[config.mk]
export PLATFORM = sky130hd
export DESIGN_NAME = bitmap_first_fit_block_allocator_core
export DESIGN_NICKNAME = d
export VERILOG_FILES = /design/src/bmfa_pkg.sv /design/src/bmfa_cell.sv /design/src/bmfa_ring.sv /design/src/bitmap_first_fit_block_allocator_core.sv
export SDC_FILE = /design/constraint.sdc
export NUM_CORES = 1
export LEC_CHECK = 0
export BUFFER_PORTS_ARGS = -buffer_cell sky130_fd_sc_hd__buf_2
export CORE_UTILIZATION = 45
export CTS_BUF_LIST = sky130_fd_sc_hd__clkbuf_16
export CTS_CLUSTER_DIAMETER = 50
export DETAILED_ROUTE_END_ITERATION = 8
export SYNTH_ARGS = -nofsm -noshare
export SYNTH_HDL_FRONTEND = slang
export SYNTH_SLANG_ARGS = --single-unit
[constraint.sdc]
create_clock -name clk -period 6.4 [get_ports clk]
set_clock_uncertainty 0.1 [all_clocks]
set_input_delay 0.96 -clock clk [delete_from_list [all_inputs] [get_ports clk]]
set_output_delay 0.96 -clock clk [all_outputs]
set_load 0.02 [all_outputs]
[src/bmfa_pkg.sv]
// Shared types and constants of the bitmap first-fit block allocator.
package bmfa_pkg;

  // Command codes
  localparam logic CMD_ALLOC = 1'b0;
  localparam logic CMD_FREE  = 1'b1;

  // Field widths of the request and result words
  localparam int CMD_W   = 1;
  localparam int BYTES_W = 15;
  localparam int ALIGN_W = 13;
  localparam int OFFS_W  = 14;
  // Alignment mask width: largest alignment is 4096 bytes
  localparam int MASK_W  = ALIGN_W - 1;

  // Control of the bitmap ring, one step per cycle
  typedef struct packed {
    logic shift;  // rotate the ring by one block
    logic set;    // mark the block leaving the head as used
    logic clr;    // mark the block leaving the head as free
  } ring_ctl_t;

endpackage

[src/bmfa_cell.sv]
// One bitmap cell: holds the used flag of one block and passes it on when the ring rotates.
module bmfa_cell (
  input  logic clk,
  input  logic rst_n,
  input  logic shift,
  input  logic d,
  output logic q
);

  logic used_r;

  // Every block is free after reset
  always_ff @(posedge clk) begin
    if (!rst_n) begin
      used_r <= 1'b0;
    end else if (shift) begin
      used_r <= d;
    end
  end

  assign q = used_r;

endmodule

[src/bmfa_ring.sv]
// Ring of bitmap cells: block at the head is examined, updated and fed back to the tail.
module bmfa_ring #(
  parameter int BLOCK_NUMBER = 256
) (
  input  logic               clk,
  input  logic               rst_n,
  input  bmfa_pkg::ring_ctl_t ctl,
  output logic               head
);

  import bmfa_pkg::*;

  logic [BLOCK_NUMBER-1:0] q;
  logic                    feed;

  // Head bit updated on its way round to the tail
  assign feed = (q[0] | ctl.set) & ~ctl.clr;
  assign head = q[0];

  // Cell j takes the bit of cell j+1; the last cell takes the updated head
  for (genvar j = 0; j < BLOCK_NUMBER; j++) begin : g_cell
    logic d;
    if (j == BLOCK_NUMBER - 1) begin : g_tail
      assign d = feed;
    end else begin : g_mid
      assign d = q[j+1];
    end
    bmfa_cell u_cell (
      .clk   (clk),
      .rst_n (rst_n),
      .shift (ctl.shift),
      .d     (d),
      .q     (q[j])
    );
  end

endmodule

[src/bitmap_first_fit_block_allocator_core.sv]
// Top level of the bitmap first-fit block allocator: request sequencer and bitmap ring.
//
//  channel  handshake              word
//  -------  ---------------------  ----------------------------------------------------
//  in_      start && !busy         in_command, in_byte_count, in_align_bytes, in_free_offset
//  out_     out_valid (1 cycle)    out_ok, out_result_offset
//
// The bitmap is a ring of BLOCK_NUMBER cells that rotates by one block a cycle while busy.
// Allocate: one full rotation searches for the first fit, and on success a second
// rotation marks the run before the result is given. Free: one marking rotation; a
// span outside the pool is answered straight from idle and never raises busy.
// Otherwise busy is high from the accepting edge and drops as the strobe rises.
// Reset (synchronous) marks every block free; no sweep is needed.
// The result is shown for one cycle and the receiver cannot stall it.
module bitmap_first_fit_block_allocator_core #(
  parameter int BLOCK_BYTES  = 64,
  parameter int BLOCK_NUMBER = 256
) (
  input  logic                          clk,
  input  logic                          rst_n,
  input  logic                          start,
  output logic                          busy,
  input  logic [bmfa_pkg::CMD_W-1:0]    in_command,
  input  logic [bmfa_pkg::BYTES_W-1:0]  in_byte_count,
  input  logic [bmfa_pkg::ALIGN_W-1:0]  in_align_bytes,
  input  logic [bmfa_pkg::OFFS_W-1:0]   in_free_offset,
  output logic                          out_valid,
  output logic                          out_ok,
  output logic [bmfa_pkg::OFFS_W-1:0]   out_result_offset
);

  import bmfa_pkg::*;

  // Byte arithmetic is wide enough for the pool end and for offset + count + block
  localparam int POOL  = BLOCK_NUMBER * BLOCK_BYTES;
  localparam int OFFW  = $clog2(POOL + 1);
  localparam int WW    = ((OFFW > BYTES_W + 2) ? OFFW : BYTES_W + 2) + 1;
  localparam int CNTW  = (BLOCK_NUMBER > 1) ? $clog2(BLOCK_NUMBER) : 1;

  localparam logic [WW-1:0]   BB      = WW'(BLOCK_BYTES);
  localparam logic [WW-1:0]   BB_M1   = WW'(BLOCK_BYTES - 1);
  localparam logic [WW-1:0]   POOL_W  = WW'(POOL);
  localparam logic [CNTW-1:0] LAST    = CNTW'(BLOCK_NUMBER - 1);

  typedef enum logic [1:0] {
    S_IDLE,
    S_SCAN,
    S_MARK
  } state_t;

  state_t              state_r, state_nxt;
  logic                cmd_r, cmd_nxt;
  logic [CNTW-1:0]     cnt_r, cnt_nxt;
  logic [WW-1:0]       off_r, off_nxt;     // byte offset just past the head block
  logic [WW-1:0]       spn_r, spn_nxt;     // run space once the head block joins it
  logic [WW-1:0]       req_r, req_nxt;     // alignment pad plus byte count of this run
  logic [WW-1:0]       algn_r, algn_nxt;   // aligned start of this run
  logic [WW-1:0]       lo_r, lo_nxt;       // marked blocks end strictly above lo
  logic [WW-1:0]       hi_r, hi_nxt;       // ... and at or below hi
  logic [BYTES_W-1:0]  bytes_r, bytes_nxt;
  logic [MASK_W-1:0]   mask_r, mask_nxt;
  logic                found_r, found_nxt;
  logic                out_valid_r, out_valid_nxt;
  logic                out_ok_r, out_ok_nxt;
  logic [OFFS_W-1:0]   out_off_r, out_off_nxt;

  ring_ctl_t           ctl;
  logic                head;

  // Request decode
  logic [BYTES_W-1:0]  req_bytes;
  logic [MASK_W-1:0]   m0, m1, m2, m3, m4;
  logic [WW-1:0]       span_end;
  logic                span_bad;

  // Scan step
  logic [MASK_W-1:0]   pad;
  logic                fit;
  logic                hit;

  // Zero-byte allocate counts as one byte
  assign req_bytes = (in_byte_count == '0) ? BYTES_W'(1) : in_byte_count;

  // Alignment mask: ones below the highest set bit of the alignment
  assign m0 = in_align_bytes[ALIGN_W-1:1];
  assign m1 = m0 | (m0 >> 1);
  assign m2 = m1 | (m1 >> 2);
  assign m3 = m2 | (m2 >> 4);
  assign m4 = m3 | (m3 >> 8);

  // Free span range check
  assign span_end = WW'(in_free_offset) + WW'(in_byte_count);
  assign span_bad = (WW'(in_free_offset) >= POOL_W) || (span_end > POOL_W);

  // Pad that aligns a run starting just past the head block
  assign pad = (~off_r[MASK_W-1:0] + MASK_W'(1)) & mask_r;
  assign fit = !head && (req_r <= spn_r);

  // Block at the head lies within the marked span
  assign hit = (off_r > lo_r) && (off_r <= hi_r);

  always_comb begin
    state_nxt     = state_r;
    cmd_nxt       = cmd_r;
    cnt_nxt       = cnt_r;
    off_nxt       = off_r;
    spn_nxt       = spn_r;
    req_nxt       = req_r;
    algn_nxt      = algn_r;
    lo_nxt        = lo_r;
    hi_nxt        = hi_r;
    bytes_nxt     = bytes_r;
    mask_nxt      = mask_r;
    found_nxt     = found_r;
    out_valid_nxt = 1'b0;
    out_ok_nxt    = out_ok_r;
    out_off_nxt   = out_off_r;
    ctl           = '0;

    unique case (state_r)
      S_IDLE: begin
        if (start) begin
          cmd_nxt   = in_command[0];
          cnt_nxt   = '0;
          off_nxt   = BB;
          spn_nxt   = BB;
          req_nxt   = WW'(req_bytes);
          algn_nxt  = '0;
          bytes_nxt = req_bytes;
          mask_nxt  = m4;
          found_nxt = 1'b0;
          lo_nxt    = WW'(in_free_offset);
          hi_nxt    = span_end + BB_M1;
          if (in_command[0] == CMD_ALLOC) begin
            state_nxt = S_SCAN;
          end else if (span_bad) begin
            out_valid_nxt = 1'b1;
            out_ok_nxt    = 1'b0;
            out_off_nxt   = '0;
          end else begin
            state_nxt = S_MARK;
          end
        end
      end

      // Search rotation: first fit wins, later blocks only rotate past
      S_SCAN: begin
        ctl.shift = 1'b1;
        cnt_nxt   = cnt_r + CNTW'(1);
        off_nxt   = off_r + BB;
        if (!found_r) begin
          if (head) begin
            spn_nxt  = BB;
            algn_nxt = off_r + WW'(pad);
            req_nxt  = WW'(pad) + WW'(bytes_r);
          end else if (fit) begin
            found_nxt = 1'b1;
            lo_nxt    = algn_r;
            hi_nxt    = off_r;
          end else begin
            spn_nxt = spn_r + BB;
          end
        end
        if (cnt_r == LAST) begin
          cnt_nxt = '0;
          off_nxt = BB;
          if (found_r || fit) begin
            state_nxt = S_MARK;
          end else begin
            state_nxt     = S_IDLE;
            out_valid_nxt = 1'b1;
            out_ok_nxt    = 1'b0;
            out_off_nxt   = '0;
          end
        end
      end

      // Marking rotation: set or clear blocks within the span
      S_MARK: begin
        ctl.shift = 1'b1;
        ctl.set   = hit && (cmd_r == CMD_ALLOC);
        ctl.clr   = hit && (cmd_r == CMD_FREE);
        cnt_nxt   = cnt_r + CNTW'(1);
        off_nxt   = off_r + BB;
        if (cnt_r == LAST) begin
          state_nxt     = S_IDLE;
          out_valid_nxt = 1'b1;
          out_ok_nxt    = 1'b1;
          out_off_nxt   = (cmd_r == CMD_ALLOC) ? lo_r[OFFS_W-1:0] : '0;
        end
      end

      default: begin
        state_nxt = S_IDLE;
      end
    endcase
  end

  // State and registered outputs
  always_ff @(posedge clk) begin
    if (!rst_n) begin
      state_r     <= S_IDLE;
      out_valid_r <= 1'b0;
      found_r     <= 1'b0;
      cnt_r       <= '0;
    end else begin
      state_r     <= state_nxt;
      out_valid_r <= out_valid_nxt;
      found_r     <= found_nxt;
      cnt_r       <= cnt_nxt;
    end
  end

  // Datapath registers
  always_ff @(posedge clk) begin
    cmd_r     <= cmd_nxt;
    off_r     <= off_nxt;
    spn_r     <= spn_nxt;
    req_r     <= req_nxt;
    algn_r    <= algn_nxt;
    lo_r      <= lo_nxt;
    hi_r      <= hi_nxt;
    bytes_r   <= bytes_nxt;
    mask_r    <= mask_nxt;
    out_ok_r  <= out_ok_nxt;
    out_off_r <= out_off_nxt;
  end

  bmfa_ring #(
    .BLOCK_NUMBER (BLOCK_NUMBER)
  ) u_ring (
    .clk   (clk),
    .rst_n (rst_n),
    .ctl   (ctl),
    .head  (head)
  );

  assign busy              = (state_r != S_IDLE);
  assign out_valid         = out_valid_r;
  assign out_ok            = out_ok_r;
  assign out_result_offset = out_off_r;

endmodule

==> flow_summary.ini <==
[power_and_ir_drop]
vdd_drop_max_uv = 568
leakagePower_nw = 7.75
powerDensity_mw_per_mm2 = 435
power_mw = 8.63

[clocking]
cts_hold_buf = 0
cts_setup_buffers = 0
postCtsResizedCells = 0
cts_tree = built
cts_sinks = 400
htree_levels = 2
cts_buffers = 45
clock-root-buffer = clkbuf_16
clk_latency_ns = 0.56
clk_pin_slew_worst_paths_ns = 0.06
clock_path_buffers = 3

[floorplan]
die_w_microns = 201
rows = 72
coreArea_sq_mm = 0.0388
die_area_sq_mm = 0.0403
initial_utilization_pct = 45.8
die_h_microns = 201
pin_count = 63

[worst_setup_path]
arrival_ns = 4.32
reg2reg_setup_slack_ns = 2.72
crit_path_end_kind = flip-flop
required_ns = 6.55
worst-setup-path-type = primary input to flip-flop
cp-start-kind = primary input
critPathMaxFanout = 9

[yosys]
ys_seq_area_share_pct = 52.4
synth.ff_latch_count = 400
synth_edf_count = 132
ys.flop_type = dfxtp_1
synthDistinctLibCells = 74
syn_area_per_cell_sq_um = 10.6
yosysWarnings = 0
synth_area_sq_mm = 0.0178
synth_cells = 1681
synthArstFlopShare_pct = 0
syn_nets = 1801

[sta]
tns_ns = 0
holdWs_ns = 0.389
maxSlewViolCount = 0
setup_slack_ns = 2.23
min_period_ns = 4.17
max_freq_mhz = 240
rsz0062_at_grt = false
worst_slew_pin_slew_ns = 1.17
max-slew-margin-rel_pct = 22.1
hold_viol = 0
setup_violations = 0
post-route-period-util_pct = 65.1

[finish]
fin_nets = 1813
finish.utilization_pct = 51.2
areaGrowthSynthToFinish_pct = 11.7
stdcell_area_sq_mm = 0.0199
nFillCells = 3532
drive_above_1_share_pct = 9.89
instances_no_fill = 2248

[routing]
first_pass_iters = 5
drt-initial-drc-count = 643
routedWlPerCell_microns = 14.7
vias_per_cell = 5.12
via_count = 11500
drc = 0
drtAntennaViolNets = 0
wirelength_microns = 33000

[global_routing]
grt_max_degree = 164
overflow = 0
antenna_found_initial = 1
grt_pass1_vias = 11100
grt.total_usage_pct = 16.7
grt_pass1_wl_microns = 55600

[placed_design]
dp_hpwl_microns = 21800
io_buffers = 55
post-place-cells = 2164
placed_area_sq_mm = 0.0185
gp_congestion = 0.864
dpl_worst_slack_ns = 1.68

[hold_path]
hp-class = flip-flop to flip-flop

[status]
status = finished, final reports clean

[flow_run]
drv_cap = 0
==> layout make-up <==
class,instances,area [sq um],area share (%)
tap,518,648,3.26
clock buffer,45,1130,5.67
clock inverter,38,280,1.41
multi-input combinational,1103,7820,39.4
antenna,1,2.50,0.0126
sequential,400,9330,47.0
timing repair buffer,64,355,1.79
inverter,79,302,1.52
==> flip-flops by register name (all words and copies together) (netlist names) <==
name,flops
out_result_offset,14
out_valid,1
u_ring.g_cell.u_cell.q,256
out_ok,1
mask_r,6
state_r,2
cnt_r,8
spn_r,18
found_r,1
hi_r,18
req_r,16
lo_r,18
off_r,12
cmd_r,1
bytes_r,15
algn_r,13
==> cells in the final DEF, fill, tap and decap left out, types with 5 or more instances in the layout <==
cell type / instances
buf_4: 8
a21oi_1: 35
o31ai_1: 5
and2_1: 39
nand4_1: 17
inv_1: 87
nor3_1: 9
o21ai_1: 7
dfxtp_1: 268
ha_1: 70
nand2b_1: 6
buf_2: 55
clkbuf_16: 45
nor2_1: 314
nand3_1: 28
nand2_1: 43
and3_1: 6
xnor2_1: 36
mux2_2: 20
nor3b_1: 6
and4_1: 5
clkinv_1: 11
nor4_1: 9
o211ai_1: 7
a31oi_1: 8
o21ai_0: 36
mux2i_1: 259
or3_1: 13
nor2b_1: 10
a21o_1: 18
xor2_1: 21
edfxtp_1: 132
==> critical path: stages <==
cell	delay [ns]
buf_2	0.14
ha_1	0.42
a21o_1	0.27
a31o_2	0.28
and2_1	0.18
o2111ai_1	0.20
nand3_1	0.20
a21oi_1	0.46
a31oi_1	0.17
nor4_2	0.70
buf_4	0.32
==> logic make-up (layout without fill, tap and decap cells) <==
group / count (synthesis) / count (layout) / synth area share (%)
AND/OR/NAND/NOR: 530 / 530 / 13.7
flip-flops: 400 / 400 / 52.4
multiplexers: 279 / 279 / 15.8
buffers and inverters: 178 / 226 / 3.81
AO/OA/AOI/OAI: 161 / 161 / 6.00
adder cells (fa/ha/maj): 74 / 74 / 5.29
XOR/XNOR: 58 / 58 / 2.90
other: 1 / 2 / 0.0211
==> cell usage after synthesis, types with 5 or more instances <==
master	count	area, sq um
inv_1	78	293
nand2_1	43	161
o211ai_1	7	52.6
nor2b_1	11	68.8
a21o_1	18	135
mux2_2	20	225
ha_1	72	901
nand2b_1	6	37.5
edfxtp_1	132	3960
a21oi_1	36	180
and3_1	6	37.5
o21ai_1	6	30.0
xor2_1	21	184
nor3_1	9	45.0
nor4_1	10	62.6
and2_1	39	244
and4_1	5	43.8
a31oi_1	8	50.1
nor2_1	315	1180
nand4_1	17	106
nor3b_1	6	45.0
nand3_1	28	140
o21ai_0	37	185
or3_1	13	81.3
mux2i_1	259	2590
o31ai_1	5	37.5
dfxtp_1	268	5370
buf_1	29	109
xnor2_1	36	315
clkbuf_1	67	251
==> power breakdown <==
group / switching (mW) / total (mW) / internal, mW
Sequential: 0.253 / 3.36 / 3.10
Combinational: 1.66 / 2.86 / 1.20
Clock: 1.01 / 2.42 / 1.41
Total: 2.92 / 8.63 / 5.71
==> worst paths after layout <==
path / startpoint / to / cells after the start
min: u_ring.g_cell[11].u_cell.q$_SDFFE_PN0N_ / u_ring.g_cell[11].u_cell.q$_SDFFE_PN0N_ / 2
max: in_byte_count[7] / out_result_offset[0]$_SDFFCE_PP0P_ / 11
max reg2reg: off_r[6]$_DFFE_PP_ / req_r[12]$_DFFE_PP_ / 12
min reg2reg: u_ring.g_cell[11].u_cell.q$_SDFFE_PN0N_ / u_ring.g_cell[11].u_cell.q$_SDFFE_PN0N_ / 2
==> routing by layer <==
metal | part of all wire, % | wire [microns] | vias up | GRT usage [%]
li1 | - | - | 5853 | -
met1 | 49 | 16300 | 5432 | 23.5
met2 | 44 | 14700 | 166 | 26.3
met3 | 4.3 | 1410 | 52 | 2.87
met4 | 2.1 | 686 | 0 | 4.96
met5 | 0 | 0 | - | 0
Power figures use the tool's default switching activity.
